<file path="src/rtl/smu_pkg.sv">
// Shared types, constants and a helper function for the momentum update core.
`timescale 1ns / 1ps
package smu_pkg;

  localparam int IDX_W    = 12;
  localparam int IDX_SPAN = 1 << IDX_W;
  localparam int DATA_W   = 32;
  localparam int COEF_W   = 16;
  localparam int CFG_IDX_W = 2;

  localparam logic [COEF_W-1:0] MOMENTUM_RST      = 16'd58982;
  localparam logic [COEF_W-1:0] LEARNING_RATE_RST = 16'd655;
  localparam logic [COEF_W-1:0] WEIGHT_DECAY_RST  = 16'd0;

  // Saturation bounds in the widest intermediate (34-bit signed)
  localparam logic signed [DATA_W+1:0] SAT_MAX = 34'sh0_7FFF_FFFF;
  localparam logic signed [DATA_W+1:0] SAT_MIN = 34'sh3_8000_0000;

  typedef enum logic [CFG_IDX_W-1:0] {
    REG_MOMENTUM      = 2'd0,
    REG_LEARNING_RATE = 2'd1,
    REG_WEIGHT_DECAY  = 2'd2
  } cfg_reg_e;

  typedef struct packed {
    logic [COEF_W-1:0] mu;
    logic [COEF_W-1:0] lr;
    logic [COEF_W-1:0] wd;
  } coef_t;

  typedef struct packed {
    logic             en;
    logic [IDX_W-1:0] addr;
  } vel_rd_t;

  typedef struct packed {
    logic              en;
    logic [IDX_W-1:0]  addr;
    logic [DATA_W-1:0] data;
  } vel_wr_t;

  typedef struct packed {
    logic advance;
    logic accept;
  } pipe_ctl_t;

  typedef struct packed {
    logic p4_valid;
    logic hazard;
  } pipe_stat_t;

  typedef struct packed {
    logic              clip;
    logic [DATA_W-1:0] val;
  } sat_t;

  // Clip a 34-bit signed value into the 32-bit signed range
  function automatic sat_t sat32(input logic signed [DATA_W+1:0] x);
    sat_t r;
    r.clip = 1'b0;
    r.val  = x[DATA_W-1:0];
    if (x > SAT_MAX) begin
      r.clip = 1'b1;
      r.val  = SAT_MAX[DATA_W-1:0];
    end else if (x < SAT_MIN) begin
      r.clip = 1'b1;
      r.val  = SAT_MIN[DATA_W-1:0];
    end
    return r;
  endfunction

endpackage

</file>
<file path="src/rtl/smu_update_pipe.sv">
// Four-stage update datapath with read-modify-write forwarding and hazard detect.
`timescale 1ns / 1ps
module smu_update_pipe import smu_pkg::*; #(
  parameter int DEPTH = 4096
) (
  input  logic              clk,
  input  logic              rst,
  input  pipe_ctl_t         ctl,
  input  coef_t             coef,
  input  logic [IDX_W-1:0]  element_index,
  input  logic [DATA_W-1:0] weight,
  input  logic [DATA_W-1:0] gradient,
  input  logic              is_bias,
  input  logic              first_use,
  input  logic [DATA_W-1:0] rd_data,
  output vel_rd_t           rd,
  output vel_wr_t           wr,
  output pipe_stat_t        stat,
  output logic [DATA_W-1:0] res_weight,
  output logic              res_clip
);

  // Stage 1: input captured, velocity read in flight
  logic                     p1_valid;
  logic [IDX_W-1:0]         p1_idx;
  logic                     p1_inr;
  logic                     p1_first;
  logic                     p1_bias;
  logic signed [DATA_W-1:0] p1_w;
  logic signed [DATA_W-1:0] p1_g;
  // Stage 2: decay product, resolved velocity
  logic                     p2_valid;
  logic [IDX_W-1:0]         p2_idx;
  logic                     p2_inr;
  logic signed [DATA_W-1:0] p2_w;
  logic signed [DATA_W-1:0] p2_g;
  logic signed [DATA_W-1:0] p2_vel;
  logic signed [47:0]       p2_dprod;
  // Stage 3: step and momentum products
  logic                     p3_valid;
  logic [IDX_W-1:0]         p3_idx;
  logic                     p3_inr;
  logic signed [DATA_W-1:0] p3_w;
  logic signed [48:0]       p3_sprod;
  logic signed [47:0]       p3_mprod;
  // Stage 4: new velocity
  logic                     p4_valid;
  logic [IDX_W-1:0]         p4_idx;
  logic                     p4_inr;
  logic signed [DATA_W-1:0] p4_w;
  logic signed [DATA_W-1:0] p4_vn;
  logic                     p4_vclip;

  logic                     in_inr;
  logic signed [16:0]       mu_s;
  logic signed [16:0]       lr_s;
  logic signed [16:0]       wd_s;
  logic signed [DATA_W-1:0] vel_sel;
  logic signed [DATA_W-1:0] decay;
  logic signed [DATA_W:0]   dsum;
  logic signed [DATA_W:0]   step;
  logic signed [DATA_W-1:0] mom;
  logic signed [DATA_W+1:0] vsum;
  logic signed [DATA_W+1:0] wdiff;
  sat_t                     vsat;
  sat_t                     wsat;

  assign in_inr = 32'(element_index) < DEPTH;
  assign mu_s   = {1'b0, coef.mu};
  assign lr_s   = {1'b0, coef.lr};
  assign wd_s   = {1'b0, coef.wd};

  // Same slot right behind an item still in stage 1: its velocity is not ready yet
  assign stat.hazard   = p1_valid && p1_inr && !first_use && (p1_idx == element_index);
  assign stat.p4_valid = p4_valid;

  assign rd.en   = ctl.accept;
  assign rd.addr = element_index;

  // Stage 3 arithmetic
  assign step = p3_sprod[48:16];
  assign mom  = p3_mprod[47:16];
  assign vsum = 34'(mom) + 34'(step);
  assign vsat = sat32(vsum);

  assign wr.en   = ctl.advance && p3_valid && p3_inr;
  assign wr.addr = p3_idx;
  assign wr.data = vsat.val;

  // Stage 2 arithmetic
  assign decay = p2_dprod[47:16];
  assign dsum  = 33'(p2_g) + 33'(decay);

  // Stage 4 arithmetic
  assign wdiff      = 34'(p4_w) - 34'(p4_vn);
  assign wsat       = sat32(wdiff);
  assign res_weight = wsat.val;
  assign res_clip   = wsat.clip || p4_vclip;

  // Velocity for the item leaving stage 1: newest in-flight write wins
  always_comb begin
    priority if (!p1_inr || p1_first) begin
      vel_sel = '0;
    end else if (p3_valid && p3_inr && (p3_idx == p1_idx)) begin
      vel_sel = vsat.val;
    end else if (p4_valid && p4_inr && (p4_idx == p1_idx)) begin
      vel_sel = p4_vn;
    end else begin
      vel_sel = rd_data;
    end
  end

  always_ff @(posedge clk) begin
    if (rst) begin
      p1_valid <= 1'b0;
      p2_valid <= 1'b0;
      p3_valid <= 1'b0;
      p4_valid <= 1'b0;
    end else if (ctl.advance) begin
      p1_valid <= ctl.accept;
      p2_valid <= p1_valid;
      p3_valid <= p2_valid;
      p4_valid <= p3_valid;
    end
  end

  always_ff @(posedge clk) begin
    if (ctl.advance) begin
      p1_idx   <= element_index;
      p1_inr   <= in_inr;
      p1_first <= first_use;
      p1_bias  <= is_bias;
      p1_w     <= weight;
      p1_g     <= gradient;

      p2_idx   <= p1_idx;
      p2_inr   <= p1_inr;
      p2_w     <= p1_w;
      p2_g     <= p1_g;
      p2_vel   <= vel_sel;
      p2_dprod <= p1_bias ? '0 : 48'(p1_w) * 48'(wd_s);

      p3_idx   <= p2_idx;
      p3_inr   <= p2_inr;
      p3_w     <= p2_w;
      p3_sprod <= 49'(dsum) * 49'(lr_s);
      p3_mprod <= 48'(p2_vel) * 48'(mu_s);

      p4_idx   <= p3_idx;
      p4_inr   <= p3_inr;
      p4_w     <= p3_w;
      p4_vn    <= vsat.val;
      p4_vclip <= vsat.clip;
    end
  end

endmodule

</file>
<file path="config.mk">
export PLATFORM = sky130hd
export DESIGN_NAME = smu_update_pipe
export DESIGN_NICKNAME = d
export VERILOG_FILES = /design/src/rtl/smu_pkg.sv /design/src/rtl/smu_update_pipe.sv
export SDC_FILE = /design/constraint.sdc
export NUM_CORES = 2
export LEC_CHECK = 0
export ABC_AREA = 1
export BUFFER_PORTS_ARGS = -buffer_cell sky130_fd_sc_hd__buf_2
export CAP_MARGIN = 20
export CORE_ASPECT_RATIO = 1.5
export CORE_MARGIN = 2
export CORE_UTILIZATION = 59
export CTS_CLUSTER_DIAMETER = 120
export DETAILED_ROUTE_END_ITERATION = 7
export PLACE_DENSITY = 0.84
export REMOVE_ABC_BUFFERS = 1
export SETUP_SLACK_MARGIN = 0.15
export SLEW_MARGIN = 10
export SYNTH_ARGS = -nofsm -noshare
export SYNTH_HDL_FRONTEND = slang
export SYNTH_SLANG_ARGS = --single-unit
</file>
<file path="constraint.sdc">
create_clock -name clk -period 7.3 [get_ports clk]
set_input_delay 0.73 -clock clk [delete_from_list [all_inputs] [get_ports clk]]
set_output_delay 0.73 -clock clk [all_outputs]
set_load 0.01 [all_outputs]
</file>
==> results <==
- Leaving out fill and tap cells, the most frequent cells in the layout are 2361 x sky130_fd_sc_hd__inv_1, 1973 x sky130_fd_sc_hd__nand2_1, 1408 x sky130_fd_sc_hd__fa_1.
- Hold repair after CTS inserted 0 buffers.
- The CTS tree is done.
- The count of buffers from port buffering is 254.
- The die height is 442 um.
- The nature of the critical path endpoint is a flop.
- In this run, synthesis produced a sequential element count of 408.
- At the pin with the least slew margin, the transition time is 1.11 ns.
- Of the available clock period, the critical path in the final layout requires 102%.
- In this run the mean area of a mapped cell was 8.31 sq um.
- The final layout contains 11800 nets.
- The root buffer cell chosen for the clock tree is sky130_fd_sc_hd__clkbuf_16.
- After detailed routing, the average wire length per cell comes to 21.5 um.
- The sequential fraction of the synthesis area is 16.2%.
- The cell taking the most area after synthesis is sky130_fd_sc_hd__fa_1.
- STA classifies the critical path startpoint as a flop.
- In the post-route analysis, the smallest setup slack over all paths is -0.118 ns.
- The arrival time of the worst setup path is 7.82 ns.
- The floorplan step set the die width to 296 um.
- The floorplan step defined a die boundary enclosing 131000 sq um.
- The number of enable flip-flop cells after synthesis is 404.
- The worst setup path is of the flop to flop kind.
- The yosys synthesis warning count is 0.
- In this run the count of I/O pins placed on the die edge is 255.
- In this run the standard cell core region covers 127000 sq um.
- The final reports fail on negative setup slack.
- Setup repair after global routing could not meet its margin everywhere.
- Measured against its own limit, the worst slew margin works out to 26.2%.
- The number of standard-cell rows in the floorplan is 160.
- Summing every instance area after synthesis gives 75600 sq um.
- For this run, the leading register cell type out of synthesis is sky130_fd_sc_hd__edfxtp_1.
- For the worst-skew pair, the clock arrives at the later sink with an insertion delay of 0.67 ns.
- Buffers inserted during clock tree synthesis total 45.
- The proportion of layout cells with a drive suffix above 1 is 15.8%.
- The via count of the first global-routing pass came to 69200.
- The fmax is 0.135 GHz.
- The number of detailed-route iterations in the first pass is 8.
- The global route total overflow is 0.
- The required time at the worst-slack endpoint is 7.71 ns.
- The initial antenna violation count is 9.
- The count of final setup violators is 17.
- The routed layout has 63900 vias.
- The largest stage delay on the critical path is 0.59 ns.
- The path class of the tightest hold or removal check is input port to flop.
- The proportion of synthesized flip-flops having asynchronous set or reset is 0%.
- Counting the fill cells in the layout gives 9686.
- After detailed routing, the number of remaining DRC violations is 0.
- The detail route stage leaves a number of antenna-violating nets equal to 0.
- The library cell used most frequently in the layout, excluding fill and tap cells, is sky130_fd_sc_hd__inv_1.
- The maximum net fanout on the critical path is 8.
- The cell occurring most often along the worst timing path is sky130_fd_sc_hd__fa_2.
- The final count of hold timing violations was 0.
- The run finished, with violations left.
- The clock edge transition at the registers on the reported setup and hold paths is 0.07 ns.
- The synthesized design devotes to its leading area cell type 38.6% of total area.
- The total of max-cap violations is 0.
- The max-slew violation count was 0.
- The first-pass GRT wire length is 373000 um.
- The placer congestion estimate is 1.06.
- OpenSTA, run right after detailed placement, puts the worst setup slack at -0.498 ns.
- The global routing usage summed across all routing layers is 37.7%.
- The via count normalized by instance count is 5.58.
- The routed design has 246000 um of wire.
- The clock period minus final worst setup slack is 7.42 ns.
- The sum of net half-perimeters after detailed placement is 201000 um.
- Across the routed clock network, the largest skew measured is 0.0681 ns.
- The largest buffer count on any clock path is 3.
- Entering global routing, the biggest net connects 137 pins.
- Once the floorplan was initialized, standard cells occupied 59.5% of the core.
- Yosys attributes the largest share of cell area to sky130_fd_sc_hd__fa_1 39%, sky130_fd_sc_hd__edfxtp_1 16%, sky130_fd_sc_hd__inv_1 12%.
- Counting every instance in the synthesized netlist gives 9096.
- Clock tree synthesis found a total of 408 sinks.
- The synthesis-to-finish area growth is 15.6%.
- The synthesized netlist contains 60 unique library cells.
- The clock tree synthesis step divided the H-tree into 2 levels.
- For this block, the initial DRC count from the detailed router was 5186.
- The cell with the largest stage delay on the worst path is sky130_fd_sc_hd__fa_2.
==> path summary, 6_finish.rpt <==
| kind | from | endpoint | slack (ns) | depth (start not counted) |
|---|---|---|---|---|
| worst min-delay path | weight[16] | p1_w[16] | 0.23 | 1 |
| worst max-delay path | p2_dprod[16] | p3_sprod[28] | -0.12 | 32 |
| worst min register to register | p3_w[29] | p4_w[29] | 0.40 | 0 |
| worst max register to register | p2_dprod[16] | p3_sprod[28] | -0.12 | 32 |
==> cells in the mapped netlist, types with 4 or more instances <==
| cell type | instances |
|---|---|
| sky130_fd_sc_hd__inv_1 | 2425 |
| sky130_fd_sc_hd__nand2_1 | 2056 |
| sky130_fd_sc_hd__fa_1 | 1457 |
| sky130_fd_sc_hd__nor2_1 | 603 |
| sky130_fd_sc_hd__ha_1 | 435 |
| sky130_fd_sc_hd__edfxtp_1 | 404 |
| sky130_fd_sc_hd__nand3_1 | 326 |
| sky130_fd_sc_hd__a21oi_1 | 303 |
| sky130_fd_sc_hd__clkbuf_1 | 286 |
| sky130_fd_sc_hd__o21ai_0 | 168 |
| sky130_fd_sc_hd__xor2_1 | 100 |
| sky130_fd_sc_hd__xnor2_1 | 77 |
| sky130_fd_sc_hd__nor3_1 | 42 |
| sky130_fd_sc_hd__o21bai_1 | 42 |
| sky130_fd_sc_hd__a21o_1 | 41 |
| sky130_fd_sc_hd__nand2_2 | 27 |
| sky130_fd_sc_hd__buf_2 | 25 |
| sky130_fd_sc_hd__nand4_1 | 25 |
| sky130_fd_sc_hd__o21a_1 | 22 |
| sky130_fd_sc_hd__o21ai_1 | 21 |
| sky130_fd_sc_hd__a31oi_1 | 20 |
| sky130_fd_sc_hd__buf_4 | 18 |
| sky130_fd_sc_hd__a21boi_0 | 14 |
| sky130_fd_sc_hd__nor4_1 | 13 |
| sky130_fd_sc_hd__or2_2 | 12 |
| sky130_fd_sc_hd__o211ai_1 | 11 |
| sky130_fd_sc_hd__a211oi_1 | 10 |
| sky130_fd_sc_hd__inv_2 | 10 |
| sky130_fd_sc_hd__clkinv_1 | 9 |
| sky130_fd_sc_hd__a21oi_2 | 8 |
| sky130_fd_sc_hd__a221oi_1 | 6 |
| sky130_fd_sc_hd__and3_1 | 6 |
| sky130_fd_sc_hd__buf_1 | 6 |
| sky130_fd_sc_hd__o2111ai_1 | 6 |
| sky130_fd_sc_hd__buf_6 | 5 |
| sky130_fd_sc_hd__nand3b_1 | 5 |
| sky130_fd_sc_hd__nor2_2 | 5 |
| sky130_fd_sc_hd__o21ai_2 | 5 |
| sky130_fd_sc_hd__o22ai_1 | 5 |
| sky130_fd_sc_hd__dfxtp_1 | 4 |
==> registers in the layout, summed over array words and instances (netlist names) <==
name	count
p1_bias	1
p4_valid	1
p2_valid	1
p1_valid	1
p4_w	32
p1_first	1
p3_w	32
p4_vn	32
p2_dprod	32
p3_valid	1
p1_idx	12
p3_sprod	33
p2_g	32
p3_idx	12
p2_vel	32
p4_vclip	1
p1_g	32
p3_mprod	32
p2_w	32
p4_idx	12
p2_idx	12
p1_w	32
==> layer usage <==
layer | vias to the layer above | part of all wire, % | track usage [%]
li1 | 28000 | - | -
met2 | 3356 | 50 | 66.3
met5 | - | 0.026 | 0
met4 | 8 | 9.9 | 28.9
met1 | 31200 | 32 | 39.7
met3 | 1325 | 7.8 | 6.54
==> kinds of logic after synthesis <==
kind of cell | count (synthesis) | synth area share, %
AOI/OAI and AO/OA | 695 | 5.32
xor gates and xnor gates | 179 | 2.09
buffers and inverters | 2784 | 14.0
adders and majority gates | 1892 | 45.8
and+or+nand+nor | 3138 | 16.6
DFF | 408 | 16.2
==> cell type report <==
type	count	area [sq um]	share of cell area, %
inverters	2444	9220	10.6
well taps	1701	2130	2.44
clock inverters	37	467	0.534
multi-input cells	5904	55300	63.3
clock buffers	47	1130	1.30
repair buffers	905	6870	7.86
flip-flops and latches	408	12200	14.0
diodes	2	5.00	0.00573
==> critical path: cells and delay by family, from the launching register on <==
kind | cells | cell delay (ns)
fa+ha+maj | 9 | 3.95
flops | 1 | 0.36
xor+xnor | 1 | 0.17
simple gates | 7 | 0.72
buf+inv | 9 | 0.98
compound gates | 6 | 0.94
==> what timing repair did <==
item	CTS	global route
buffers inserted	59	82
setup endpoints to repair	35	37
pin swaps	191	166
resized for setup	434	269
==> stage by stage <==
step	hold WS, ns	area (sq um)	TNS [ns]	util [%]	instances
2_1_floorplan	0.400	74200	0	-	8756
3_3_place_gp	0.401	81700	-8.96	64.3	11200
3_5_place_dp	0.405	81700	-10.28	64.3	11200
4_1_cts	0.200	85500	-0.00591	67.4	11400
5_1_grt	0.221	87400	-5.21	68.8	11400
6_report	0.227	87400	-1.07	68.8	11400
Power is left out: the tool's default activity adds up to more than one toggle a clock period on the data nets, which glitch-free logic cannot reach.
